**src/rtl/core/spn_pkg.sv**
```systemverilog
`default_nettype none

package spn_pkg;

    typedef logic [31:0] t_key;
    typedef logic [15:0] t_block;
    typedef logic [3:0]  t_nibble;

    localparam int unsigned NumStages = 8;

    localparam t_nibble SBOX_FWD [16] = '{
        4'd14, 4'd4,  4'd13, 4'd1,  4'd2,  4'd15, 4'd11, 4'd8,
        4'd3,  4'd10, 4'd6,  4'd12, 4'd5,  4'd9,  4'd0,  4'd7
    };

    localparam t_nibble SBOX_INV [16] = '{
        4'd14, 4'd3,  4'd4,  4'd8,  4'd1,  4'd12, 4'd10, 4'd15,
        4'd7,  4'd13, 4'd9,  4'd6,  4'd11, 4'd2,  4'd0,  4'd5
    };

    // Source position, counted from one at the most significant bit.
    localparam logic [4:0] PERM_SRC [16] = '{
        5'd1, 5'd5, 5'd9,  5'd13, 5'd2, 5'd6, 5'd10, 5'd14,
        5'd3, 5'd7, 5'd11, 5'd15, 5'd4, 5'd8, 5'd12, 5'd16
    };

    function automatic t_block f_sub_fwd(input t_block x);
        t_block y;
        for (int n = 0; n < 4; n++) begin
            y[4*n +: 4] = SBOX_FWD[x[4*n +: 4]];
        end
        return y;
    endfunction

    function automatic t_block f_sub_inv(input t_block x);
        t_block y;
        for (int n = 0; n < 4; n++) begin
            y[4*n +: 4] = SBOX_INV[x[4*n +: 4]];
        end
        return y;
    endfunction

    function automatic t_block f_perm(input t_block x);
        t_block     y;
        logic [3:0] src;
        for (int i = 0; i < 16; i++) begin
            src = 4'(PERM_SRC[i] - 5'd1);
            y[15 - i] = x[4'd15 - src];
        end
        return y;
    endfunction

    // Round key r is the 16-bit window starting at nibble r from the top.
    function automatic t_block f_round_key(input t_key key, input int r);
        return key[31 - 4*r -: 16];
    endfunction

endpackage

`default_nettype wire

```
**src/rtl/core/spn_in_if.sv**
```systemverilog
`default_nettype none

interface spn_in_if;
    logic            valid;
    logic            ready;
    spn_pkg::t_key   cipher_key;
    spn_pkg::t_block plain_block;

    modport source (output valid, output cipher_key, output plain_block, input ready);
    modport sink   (input valid, input cipher_key, input plain_block, output ready);
endinterface

`default_nettype wire

```
**src/rtl/core/spn_out_if.sv**
```systemverilog
`default_nettype none

interface spn_out_if;
    logic            valid;
    logic            ready;
    spn_pkg::t_block cipher_block;
    spn_pkg::t_block flipped_decrypt;

    modport source (output valid, output cipher_block, output flipped_decrypt, input ready);
    modport sink   (input valid, input cipher_block, input flipped_decrypt, output ready);
endinterface

`default_nettype wire

```
**src/rtl/core/spn_cipher_16bit_encrypt_decrypt.sv**
```systemverilog
// Throughput: one beat per cycle while o_out.ready holds; each of the eight
// pipeline stages does one cipher round, four for encryption and four for the
// check decryption. A stall holds a stage only while the stage after it is full and held.
// Reset clears the stage valid bits; the data registers are not reset.
`default_nettype none

module spn_cipher_16bit_encrypt_decrypt (
    input  wire logic i_clk,
    input  wire logic i_rst_n,
    spn_in_if.sink    i_in,
    spn_out_if.source o_out
);
    import spn_pkg::*;

    logic   r_valid [NumStages];
    t_key   r_key   [0:6];
    t_block r_w     [NumStages];
    t_block r_ct    [3:7];

    logic   w_adv   [NumStages];
    t_block n_w     [NumStages];

    always_comb begin
        w_adv[NumStages-1] = !r_valid[NumStages-1] || o_out.ready;
        for (int s = NumStages - 2; s >= 0; s--) begin
            w_adv[s] = !r_valid[s] || w_adv[s+1];
        end
    end

    assign n_w[0] = f_perm(f_sub_fwd(i_in.plain_block ^ f_round_key(i_in.cipher_key, 0)));
    assign n_w[1] = f_perm(f_sub_fwd(r_w[0] ^ f_round_key(r_key[0], 1)));
    assign n_w[2] = f_perm(f_sub_fwd(r_w[1] ^ f_round_key(r_key[1], 2)));
    assign n_w[3] = f_sub_fwd(r_w[2] ^ f_round_key(r_key[2], 3)) ^ f_round_key(r_key[2], 4);
    assign n_w[4] = f_perm(f_sub_inv(r_ct[3] ^ 16'h0001 ^ f_round_key(r_key[3], 4))
                           ^ f_round_key(r_key[3], 3));
    assign n_w[5] = f_perm(f_sub_inv(r_w[4]) ^ f_round_key(r_key[4], 2));
    assign n_w[6] = f_perm(f_sub_inv(r_w[5]) ^ f_round_key(r_key[5], 1));
    assign n_w[7] = f_sub_inv(r_w[6]) ^ f_round_key(r_key[6], 0);

    always_ff @(posedge i_clk) begin
        if (!i_rst_n) begin
            for (int s = 0; s < NumStages; s++) begin
                r_valid[s] <= 1'b0;
            end
        end else begin
            if (w_adv[0]) begin
                r_valid[0] <= i_in.valid;
            end
            for (int s = 1; s < NumStages; s++) begin
                if (w_adv[s]) begin
                    r_valid[s] <= r_valid[s-1];
                end
            end
        end
    end

    always_ff @(posedge i_clk) begin
        if (w_adv[0]) begin
            r_key[0] <= i_in.cipher_key;
        end
        for (int s = 1; s < 7; s++) begin
            if (w_adv[s]) begin
                r_key[s] <= r_key[s-1];
            end
        end
        for (int s = 0; s < NumStages; s++) begin
            if (w_adv[s] && s != 3) begin
                r_w[s] <= n_w[s];
            end
        end
        if (w_adv[3]) begin
            r_ct[3] <= n_w[3];
        end
        for (int s = 4; s < NumStages; s++) begin
            if (w_adv[s]) begin
                r_ct[s] <= r_ct[s-1];
            end
        end
    end

    assign i_in.ready            = w_adv[0];
    assign o_out.valid           = r_valid[NumStages-1];
    assign o_out.cipher_block    = r_ct[7];
    assign o_out.flipped_decrypt = r_w[NumStages-1];

    // r_w[3] is never loaded; the ciphertext lives in r_ct from stage three on.
    a_accept_enters : assert property (@(posedge i_clk) disable iff (!i_rst_n)
        (i_in.valid && i_in.ready) |=> r_valid[0])
        else $error("accepted beat did not enter the first stage");

    a_held_stage_keeps : assert property (@(posedge i_clk) disable iff (!i_rst_n)
        (r_valid[5] && !w_adv[5]) |=> (r_valid[5] && $stable(r_w[5])))
        else $error("held stage lost or changed its beat");

    a_ct_carried : assert property (@(posedge i_clk) disable iff (!i_rst_n)
        (r_valid[3] && w_adv[4]) |=> (r_valid[4] && r_ct[4] == $past(r_ct[3])))
        else $error("ciphertext not carried into the decryption half");

    a_no_overwrite : assert property (@(posedge i_clk) disable iff (!i_rst_n)
        (r_valid[6] && w_adv[6]) |-> w_adv[7])
        else $error("stage advanced into a full, held stage");

endmodule

`default_nettype wire

```
**src/flat_wrapper.sv**
```systemverilog
// flat-port wrapper written by rule: the top's interface ports become plain ports
module spn_cipher_16bit_encrypt_decrypt_flat import spn_pkg::*;
  (i_clk, i_rst_n, i_in_valid, i_in_cipher_key, i_in_plain_block, i_in_ready, o_out_valid, o_out_cipher_block, o_out_flipped_decrypt, o_out_ready);
  spn_in_if i_in_i ();
  spn_out_if o_out_i ();
  input  wire logic i_clk;
  input  wire logic i_rst_n;
  input wire logic [$bits(i_in_i.valid)-1:0] i_in_valid;
  input wire logic [$bits(i_in_i.cipher_key)-1:0] i_in_cipher_key;
  input wire logic [$bits(i_in_i.plain_block)-1:0] i_in_plain_block;
  output wire logic [$bits(i_in_i.ready)-1:0] i_in_ready;
  output wire logic [$bits(o_out_i.valid)-1:0] o_out_valid;
  output wire logic [$bits(o_out_i.cipher_block)-1:0] o_out_cipher_block;
  output wire logic [$bits(o_out_i.flipped_decrypt)-1:0] o_out_flipped_decrypt;
  input wire logic [$bits(o_out_i.ready)-1:0] o_out_ready;
  assign i_in_i.valid = i_in_valid;
  assign i_in_i.cipher_key = i_in_cipher_key;
  assign i_in_i.plain_block = i_in_plain_block;
  assign i_in_ready = i_in_i.ready;
  assign o_out_valid = o_out_i.valid;
  assign o_out_cipher_block = o_out_i.cipher_block;
  assign o_out_flipped_decrypt = o_out_i.flipped_decrypt;
  assign o_out_i.ready = o_out_ready;
  spn_cipher_16bit_encrypt_decrypt u_core (.i_clk(i_clk), .i_rst_n(i_rst_n), .i_in(i_in_i), .o_out(o_out_i));
endmodule
```
**config.mk**
```make
export PLATFORM = sky130hd
export DESIGN_NAME = spn_cipher_16bit_encrypt_decrypt_flat
export DESIGN_NICKNAME = d
export VERILOG_FILES = /design/src/rtl/core/spn_pkg.sv /design/src/rtl/core/spn_in_if.sv /design/src/rtl/core/spn_out_if.sv /design/src/rtl/core/spn_cipher_16bit_encrypt_decrypt.sv /design/src/flat_wrapper.sv
export SDC_FILE = /design/constraint.sdc
export NUM_CORES = 1
export LEC_CHECK = 0
export BUFFER_PORTS_ARGS = -buffer_cell sky130_fd_sc_hd__buf_2
export CAP_MARGIN = 0
export CORE_MARGIN = 10
export CORE_UTILIZATION = 30
export DETAILED_ROUTE_END_ITERATION = 16
export HOLD_SLACK_MARGIN = 0.06
export SETUP_SLACK_MARGIN = 0.2
export SLEW_MARGIN = 20
export SYNTH_ARGS = -nofsm -noshare
export SYNTH_HDL_FRONTEND = slang
export SYNTH_SLANG_ARGS = --single-unit
```
**constraint.sdc**
```tcl
create_clock -name i_clk -period 3.82 [get_ports i_clk]
set_input_delay 0.573 -clock i_clk [delete_from_list [all_inputs] [get_ports i_clk]]
set_output_delay 0.573 -clock i_clk [all_outputs]
set_load 0.05 [all_outputs]
```
Word-level counts from Yosys, hierarchy flattened
Memory sizes are Yosys's and may differ from the RTL's.
Index checks and enable logic that the tools add are counted.

word-level totals
  bits in registers = 0
  latch bits = 0
  memory bits (writable) = 440
  memory bits (read-only) = 2048
  output and inout port bits = 34
  logic and storage cells = 240
  memories = 36

memory list
  memory           words  width  read ports  clocked after Yosys merged registers in  write ports  line                                    text
  u_core.r_key     7      32     7           0                                        7            spn_cipher_16bit_encrypt_decrypt.sv:16  t_key r_key [0:6];
  u_core.r_w       8      16     7           0                                        7            spn_cipher_16bit_encrypt_decrypt.sv:17  t_block r_w [NumStages];
  u_core.r_ct      5      16     5           0                                        5            spn_cipher_16bit_encrypt_decrypt.sv:18  t_block r_ct [3:7];
  (no name shown)  16     4      1           0                                        0            spn_pkg.sv:30                           y[4*n +: 4] = SBOX_FWD[x[4*n +: 4]];
  (no name shown)  16     4      1           0                                        0            spn_pkg.sv:30
  (no name shown)  16     4      1           0                                        0            spn_pkg.sv:30
  +30 memories     --     --     --          --                                       --           --

cells by class
  add/subtract/negate cells = 0
  multiply operators = 0
  divide/modulo/power cells = 0
  order comparisons = 32
  eq/ne operators = 0
  shift operators = 0
  multiplexer cells = 105
  bitwise operators = 51
  reduce and logical (&&, ||, !) cells = 16

operators by type and width
  cell                                         number
  2-to-1 mux 4 bit                             64
  >= comparator 5 bit (second input constant)  32
  NOT 4 -> 5 bit                               32
  bitwise XOR 16 bit                           10
  2-to-1 mux 1 bit                             41
  zero test 1 bit                              8
  logical OR 1 bit                             8
  OR 1 bit                                     8
  NOT 1 bit                                    1

Longest topological paths before layout
Gate-level depths: netlist of run 1.

  word-level depth = 13
  mapped depth = 7
  gate-level depth less buffers = 7

Least setup slack after synthesis of run 1
OpenSTA, ideal clock, no wires.

  path type = reg2reg
  from = mem u_core.r_valid[7][0], in the netlist u_core.r_valid[3][1]
  to = mem u_core.r_valid[0][0], data pin
  arrival time = 4048 ps
  path slack = -501 ps
  cell stages (with the launch flop) = 6
  path buffers = 1
  cell sequence = edfxtp_1 and4b_1 and3_1 clkbuf_1 nand4_1 and3_1

RTL lines
  element          line                                    text
  start, declared  spn_cipher_16bit_encrypt_decrypt.sv:15  logic r_valid [NumStages];

==> results of run 1 <==
## power groups by stage
stage | Clock (mW) | Sequential [mW] | Combinational [mW]
2_1_floorplan | 0 | 6.90 | 5.97
3_3_place_gp | 0 | 7.44 | 6.53
3_5_place_dp | 0 | 7.49 | 6.79
4_1_cts | 4.16 | 7.40 | 6.81
5_1_grt | 4.32 | 7.53 | 7.56
6_report | 4.02 | 7.35 | 6.72
## registers in the layout (all words and copies together) (netlist names)
signal	count
u_core.r_key	188
u_core.r_w	112
u_core.r_ct	80
u_core.r_valid	8
## cell type report
type                            instances  area (µm²)  area share (%)
Inverter                               88         330            1.51
Clock buffer                           47        1090            5.00
Multi-Input combinational cell        850        6950            31.8
Timing Repair Buffer                   94         493            2.26
Sequential cell                       388       11600            53.3
Clock inverter                         26         278            1.27
Tap cell                              846        1060            4.85
## metal layers
layer / wire length, µm / vias up / global-route usage [%]
li1: - / 5113 / -
met1: 14400 / 4812 / 10.4
met2: 16600 / 139 / 15.5
met3: 1160 / 50 / 1.70
met4: 658 / 0 / 2.21
met5: 0 / - / 0
## cells in the mapped netlist, drive strengths merged (5+ instances only)
cell type,n
mux2i,74
xor2,86
a21oi,36
o221ai,7
a31oi,16
nor2,37
buf,33
ha,147
nor2b,12
a221oi,5
inv,88
nor3b,16
o311ai,6
nand2,54
mux2,8
nor3,25
a211oi,11
nand2b,9
o21ai,79
clkbuf,23
xnor2,143
o211ai,28
edfxtp,387
nand3,20
and3,7
## path summary, 6_finish.rpt
check / start / to
hold / removal: i_in_cipher_key[15] / u_core.r_key[0][15]$_DFFE_PP_
hold reg to reg: u_core.r_ct[0][84]$_DFFE_PP_ / u_core.r_ct[0][100]$_DFFE_PP_
setup reg to reg: u_core.r_valid[3][0]$_DFFE_PP_ / u_core.r_key[0][11]$_DFFE_PP_
setup / recovery: u_core.r_valid[3][0]$_DFFE_PP_ / i_in_ready
## worst max-delay path, stage by stage, from the launching register on
cell and delay, ns:
edfxtp_1 0.43, and4b_1 0.35, and3_1 0.38, nand4_1 0.37
buf_2 0.34
## stage by stage
stage	power, mW	hold slack, ns	TNS [ns]	setup slack [ns]
after floorplan	12.9	0.400	-10.47	-0.355
after global placement	14.0	0.404	0	0.983
after detailed placement	14.3	0.405	0	0.951
after CTS	18.4	0.186	0	0.720
after global routing	19.4	0.192	0	0.645
final	18.1	0.209	0	0.840
## cell families (layout without fill, tap and decap cells)
family          Yosys count  in the layout  share of synthesized area (%)
compound gates          197            197                           6.31
xor+xnor                229            229                           10.8
fa+ha+maj               147            147                           9.56
buf+inv                 144            255                           3.45
flops                   388            388                           60.5
mux                      82             82                           4.32
simple gates            195            195                           5.00
==> results.md, run 1 <==
- Status: completed
- Post-CTS sizing: 0
- CTS sink cnt: between 300 and 400
- Synth Instances: approximately 1400
- Final setup viols: 0
- HP Class: input pin to register
- Mapped cell area: around 19000 µm²
- Antenna Cells: 0
- Min Tclk post-route: between 2 and 3 ns
- Post-synth top area share: about three fifths
- Hpwl dp: around 25000 µm
- Fill count: around 6000
- Min-Delay Path Depth: 1
- VDD IR max: roughly 0.38 mV
- Clock power share: roughly 22%
- Top cells by area, synth: edfxtp_1, ha_1, xnor2_1
- Asr flop ratio synth: 0%
- Number of synthesized register bits: 388
- Worst reg2reg setup slack: approximately 1.4 ns
- Initial antenna violation count: 0
- Post-Syn Nets: 1581
- Latest clock arrival within the worst-skew pair: ~0.54 ns
- GRT Util Overall: 8.63%
- Final Instance Area: between 20000 and 25000 µm²
- Setup crit start kind: register
- First-pass GRT wire length: ~53000 µm
- Num rows: about 90
- Critical path class: register to output port
- Int Pwr: ~12 mW
- CP Max Fanout: 7
- Max-cap violations: 0
- Sw frac: 35.4%
- Most common cell after layout, fill and taps aside: edfxtp_1
- Post-synth EDFFs: ~390
- Synth warn: 0
- Maximum buffer depth of the clock tree: 3
- Wirelength per Cell: between 10 and 15 µm
- Avg Cell Area, Syn: 13.9 µm²
- Drt drc: 0
- Yosys top cell by area: edfxtp_1
- Leak: approximately 8.5 nW
- Core area: approximately 63000 µm²
- Area Overhead vs Synth: 13.5%
- GPL Wtd Cong: around 0.8
- Worst Path Arrival: between 2 and 2.5 ns
- Unrepaired setup endpoints after global routing: no
- First-pass DRT Iterations: 4
- Worst-margin pin slew: between 0.8 and 0.9 ns
- # IOs: 86
- Netlist cell types: about 40
- Count of pins over their slew limit: 0
- Commonest cells after routing, fill and taps aside: edfxtp_1, ha_1, xnor2_1
- WL final: 32800 µm
- Post-layout nets: 1662
- Fmax: between 0.3 and 0.4 GHz
- Initial cell density of the core: a little under a third
- Crit share post-route: a little under 80%
- Initial drt markers: 454
- Final non-filler cell total: between 2000 and 2500
- TritonCTS clock tree: done
- PortBufs: between 80 and 90
- Share of layout cells above drive strength 1: 11.9%
- Setup Skew: roughly 0.016 ns
- Routed vias: 10100
- Top FF cell, synth: edfxtp_1
- Number of global-route vias before repair: 10100
- Die height: approximately 270 µm
- Fin util: 34.5%
- DP Area: 20500 µm²
- Logic pwr share: a little under two fifths
- Sequential cell area fraction in the yosys report: between 60% and 70%
- Final ANT Viol Nets: 0
- Reg2Reg Depth: 5
- CP required: between 3 and 4 ns
- Power Density: 828 nW/µm²
- Chip Width: about 270 µm
- GRT overflow: 0
- Worst-path clk slew: roughly 0.060 ns
- # Post-CTS Setup Buffers: 0
- DP Cell Count: approximately 2300
- Vias per inst: between 4 and 5
- Die area: 74600 µm²
- Fin. Hold Viols: 0
- Crit. End Element: output port
- CTS Hold Bufs: 0
- Seq pwr share: 40.6%
- Slew margin rel.: roughly two fifths
- Root buffer cell: clkbuf_16
- Net load switching power: 6.40 mW
- H-tree depth: 2
- CTS buffer count: 41
- Largest net degree at the start of global routing: 57
Power figures use the tool's default switching activity.
==> run 2, diff against run 1 <==
--- a/config.mk
+++ b/config.mk
@@ -5,6 +5,7 @@
 export SDC_FILE = /design/constraint.sdc
 export NUM_CORES = 1
 export LEC_CHECK = 0
+export ABC_AREA = 1
 export BUFFER_PORTS_ARGS = -buffer_cell sky130_fd_sc_hd__buf_2
 export CAP_MARGIN = 0
 export CORE_MARGIN = 10
==> constraint.sdc (replaced) <==
create_clock -name i_clk -period 2.44 [get_ports i_clk]
set_input_delay 0.366 -clock i_clk [delete_from_list [all_inputs] [get_ports i_clk]]
set_output_delay 0.366 -clock i_clk [all_outputs]
set_load 0.05 [all_outputs]
==> run 2 against run 1 <==
Effect of this change:
- final cell count is 20% higher
- via count up 21%
- global-route usage is 1.0 points higher
- count of clock-buffer cells in the layout up 6
- total power is 50% higher
- clock power rose by 59%
- design area grew 4.3%
- critical endpoint unchanged
- highest routed layer unchanged
==> results.md, run 2 <==
- Status: completed (unchanged)
- Chip Width: 276 µm (was 273 µm)
- Critical path class: register to output port (unchanged)
- Initial antenna violation count: 0 (unchanged)
- Synth Instances: 1792 (was 1382)
- Post-synth EDFFs: 387 (unchanged)
- Final ANT Viol Nets: 0 (unchanged)
- Leak: 10.0 nW (was 8.51 nW)
- Number of global-route vias before repair: 12200 (was 10100)
- Vias per inst: 4.35 (was 4.32)
- Commonest cells after routing, fill and taps aside: nand2_1, edfxtp_1, inv_1 (was edfxtp_1, ha_1, xnor2_1)
- Largest Register: u_core.r_key (unchanged)
- Sequential cell area fraction in the yosys report: 59.2% (was 60.5%)
- # IOs: 86 (unchanged)
- Final hold slack: 0.128 ns (was 0.209 ns)
- DP Area: 21000 µm² (was 20500 µm²)
- Int Pwr: 17.0 mW (was 11.7 mW)
- WL final: 37200 µm (was 32800 µm)
- Fmax: between 0.4 and 0.5 GHz
- Net load switching power: 10.1 mW (was 6.40 mW)
- First-pass GRT wire length: 61700 µm (was 53000 µm)
- Sw frac: 37.2% (was 35.4%)
- Yosys top cell by area: edfxtp_1 (unchanged)
- Most common cell after layout, fill and taps aside: nand2_1 (was edfxtp_1)
- Count of pins over their slew limit: 0 (unchanged)
- Number of synthesized register bits: 388 (unchanged)
- GRT Util Overall: 9.63% (was 8.63%)
- Post-synth top area share: 59.1% (was 60.4%)
- Unrepaired setup endpoints after global routing: yes (was no)
- Min Tclk post-route: roughly 2.1 ns
- Post-Syn Nets: 1991 (was 1581)
- Worst Path Arrival: 1.76 ns (was 2.41 ns)
- VDD IR max: 0.582 mV (was 0.378 mV)
- Worst-margin pin slew: 0.733 ns (was 0.881 ns)
- CTS sink cnt: 388 (unchanged)
- Top FF cell, synth: edfxtp_1 (unchanged)
- Synth warn: 0 (unchanged)
- Crit share post-route: between 80% and 90%
- Num rows: 93 (was 92)
- Die height: 276 µm (was 273 µm)
- Fin. Hold Viols: 0 (unchanged)
- Drt drc: 0 (unchanged)
- Setup Skew: 0.0104 ns (was 0.0157 ns)
- Maximum buffer depth of the clock tree: 3 (unchanged)
- GPL Wtd Cong: 0.880 (was 0.811)
- Avg Cell Area, Syn: 11.0 µm² (was 13.9 µm²)
- Asr flop ratio synth: 0% (unchanged)
- Crit. End Element: output port (unchanged)
- Initial drt markers: 748 (was 454)
- Top cells by count, synth: nand2_1, edfxtp_1, inv_1, ha_1, o21ai_0 (was edfxtp_1, ha_1, xnor2_1, inv_1, xor2_1)
- Clock power share: 23.7% (was 22.2%)
- Top cells by area, synth: edfxtp_1, ha_1, nand2_1 (was edfxtp_1, ha_1, xnor2_1)
- HP Class: input pin to register (unchanged)
- Area Overhead vs Synth: 15.8% (was 13.5%)
- Initial cell density of the core: 30.4% (about the same)
- Fill count: 6362 (was 6126)
- Share of layout cells above drive strength 1: 10.2% (was 11.9%)
- Setup crit start kind: register (unchanged)
- Routed vias: 12300 (was 10100)
- Netlist cell types: 31 (was 41)
- Power Density: 1190 nW/µm² (was 828 nW/µm²)
- Post-layout nets: 2129 (was 1662)
- Final Instance Area: 22800 µm² (was 21800 µm²)
- Seq pwr share: 41.1% (was 40.6%)
- Most common cell in the synthesized netlist: nand2_1 (was edfxtp_1)
- Wirelength per Cell: 13.2 µm (was 14.0 µm)
- Max reg flops: 188 (unchanged)
- H-tree depth: 2 (unchanged)
- Latest clock arrival within the worst-skew pair: 0.55 ns (was 0.54 ns)
- Core area: 64700 µm² (was 63300 µm²)
- Hpwl dp: 27800 µm (was 24900 µm)
- Worst-path clk slew: 0.06 ns (about the same)
- Largest regs: u_core.r_key x188, u_core.r_w x112, u_core.r_ct x80 (unchanged)
- Die area: 76200 µm² (was 74600 µm²)
- Root buffer cell: clkbuf_16 (unchanged)
- PortBufs: 85 (unchanged)
- CTS buffer count: 43 (was 41)
- CP required: 2.07 ns (was 3.25 ns)
- GRT overflow: 0 (unchanged)
- Slew margin rel.: 51.1% (was 41.1%)
- Final setup viols: 0 (unchanged)
- CP Max Fanout: 11 (was 7)
- Mapped cell area: 19700 µm² (was 19200 µm²)
- First-pass DRT Iterations: 4 (unchanged)
- Antenna Cells: 0 (unchanged)
- Logic pwr share: 35.2% (was 37.2%)
- Largest net degree at the start of global routing: 58 (was 57)
- TritonCTS clock tree: done (unchanged)
- Max-cap violations: 0 (unchanged)
-- run 2: logic make-up after synthesis --
kind of cell | Yosys count | synth area share [%]
buf+inv | 260 | 5.58
simple gates | 637 | 13.3
compound gates | 241 | 6.61
xor+xnor | 119 | 5.95
flops | 388 | 59.2
fa+ha+maj | 147 | 9.35
-- run 2: path summary, 6_finish.rpt --
kind,startpoint,endpoint,slack [ns],depth (start not counted)
setup / recovery,u_core.r_valid[3][0]$_DFFE_PP_,i_in_ready,0.31,6
hold / removal,i_in_valid,u_core.r_valid[0][0]$_SDFFCE_PN0P_,0.13,3
setup reg to reg,u_core.r_key[0][12]$_DFFE_PP_,u_core.r_w[0][16]$_DFFE_PP_,0.42,7
hold reg to reg,u_core.r_ct[0][110]$_DFFE_PP_,u_core.r_ct[0][126]$_DFFE_PP_,0.41,0
-- run 2: what timing repair did --
item / 4_1_cts / 5_1_grt
hold buffers: 32 / 0
pin swaps: 0 / 1
gates resized for setup: 2 / 2
buffers inserted: 3 / 0
endpoints found under the setup margin: 1 / 1
endpoints found under the hold margin: 32 / 0
-- run 2: power by group through the flow --
stage | combinational [mW] | sequential, mW | clock (mW)
floorplan | 7.92 | 10.7 | 0
global placement | 9.09 | 11.3 | 0
detailed placement | 9.50 | 11.3 | 0
CTS | 9.59 | 11.2 | 6.63
global route | 11.0 | 11.4 | 6.92
finish | 9.54 | 11.1 | 6.41
-- run 2: per-stage QoR --
step | setup TNS, ns | total power [mW] | worst slack (ns) | instances | util, %
after floorplan | -176.94 | 18.6 | -1.45 | 1792 | -
after global placement | 0 | 20.4 | 0.437 | 2705 | 32.5
after detailed placement | 0 | 20.8 | 0.406 | 2705 | 32.5
after CTS | 0 | 27.4 | 0.222 | 2817 | 35.2
after global routing | 0 | 29.3 | 0.195 | 2817 | 35.2
final | 0 | 27.1 | 0.315 | 2817 | 35.2
-- run 2: cell type report --
class	instances	area, µm²	share of cell area (%)
clock buffer	53	1160	5.08
clock inverter	24	238	1.04
inverter	225	856	3.76
multi-input combinational	1144	6980	30.7
sequential	388	11600	51.1
tap	855	1070	4.70
timing repair buffer	128	835	3.66
-- run 2: worst max-delay path, cell delays in order, from the launching register on --
cell      delay [ns]
edfxtp_1        0.40
nand4_4         0.13
nor2_4          0.12
nand4_4         0.10
nor2_4          0.19
inv_6           0.09
buf_6           0.16
-- run 2: routing by layer --
layer,share of wire (%),GRT usage [%],vias to the layer above
li1,-,-,6258
met1,42,11.0,5698
met2,51,17.4,241
met3,3.9,2.14,62
met4,2.6,3.19,0
met5,0,0,-
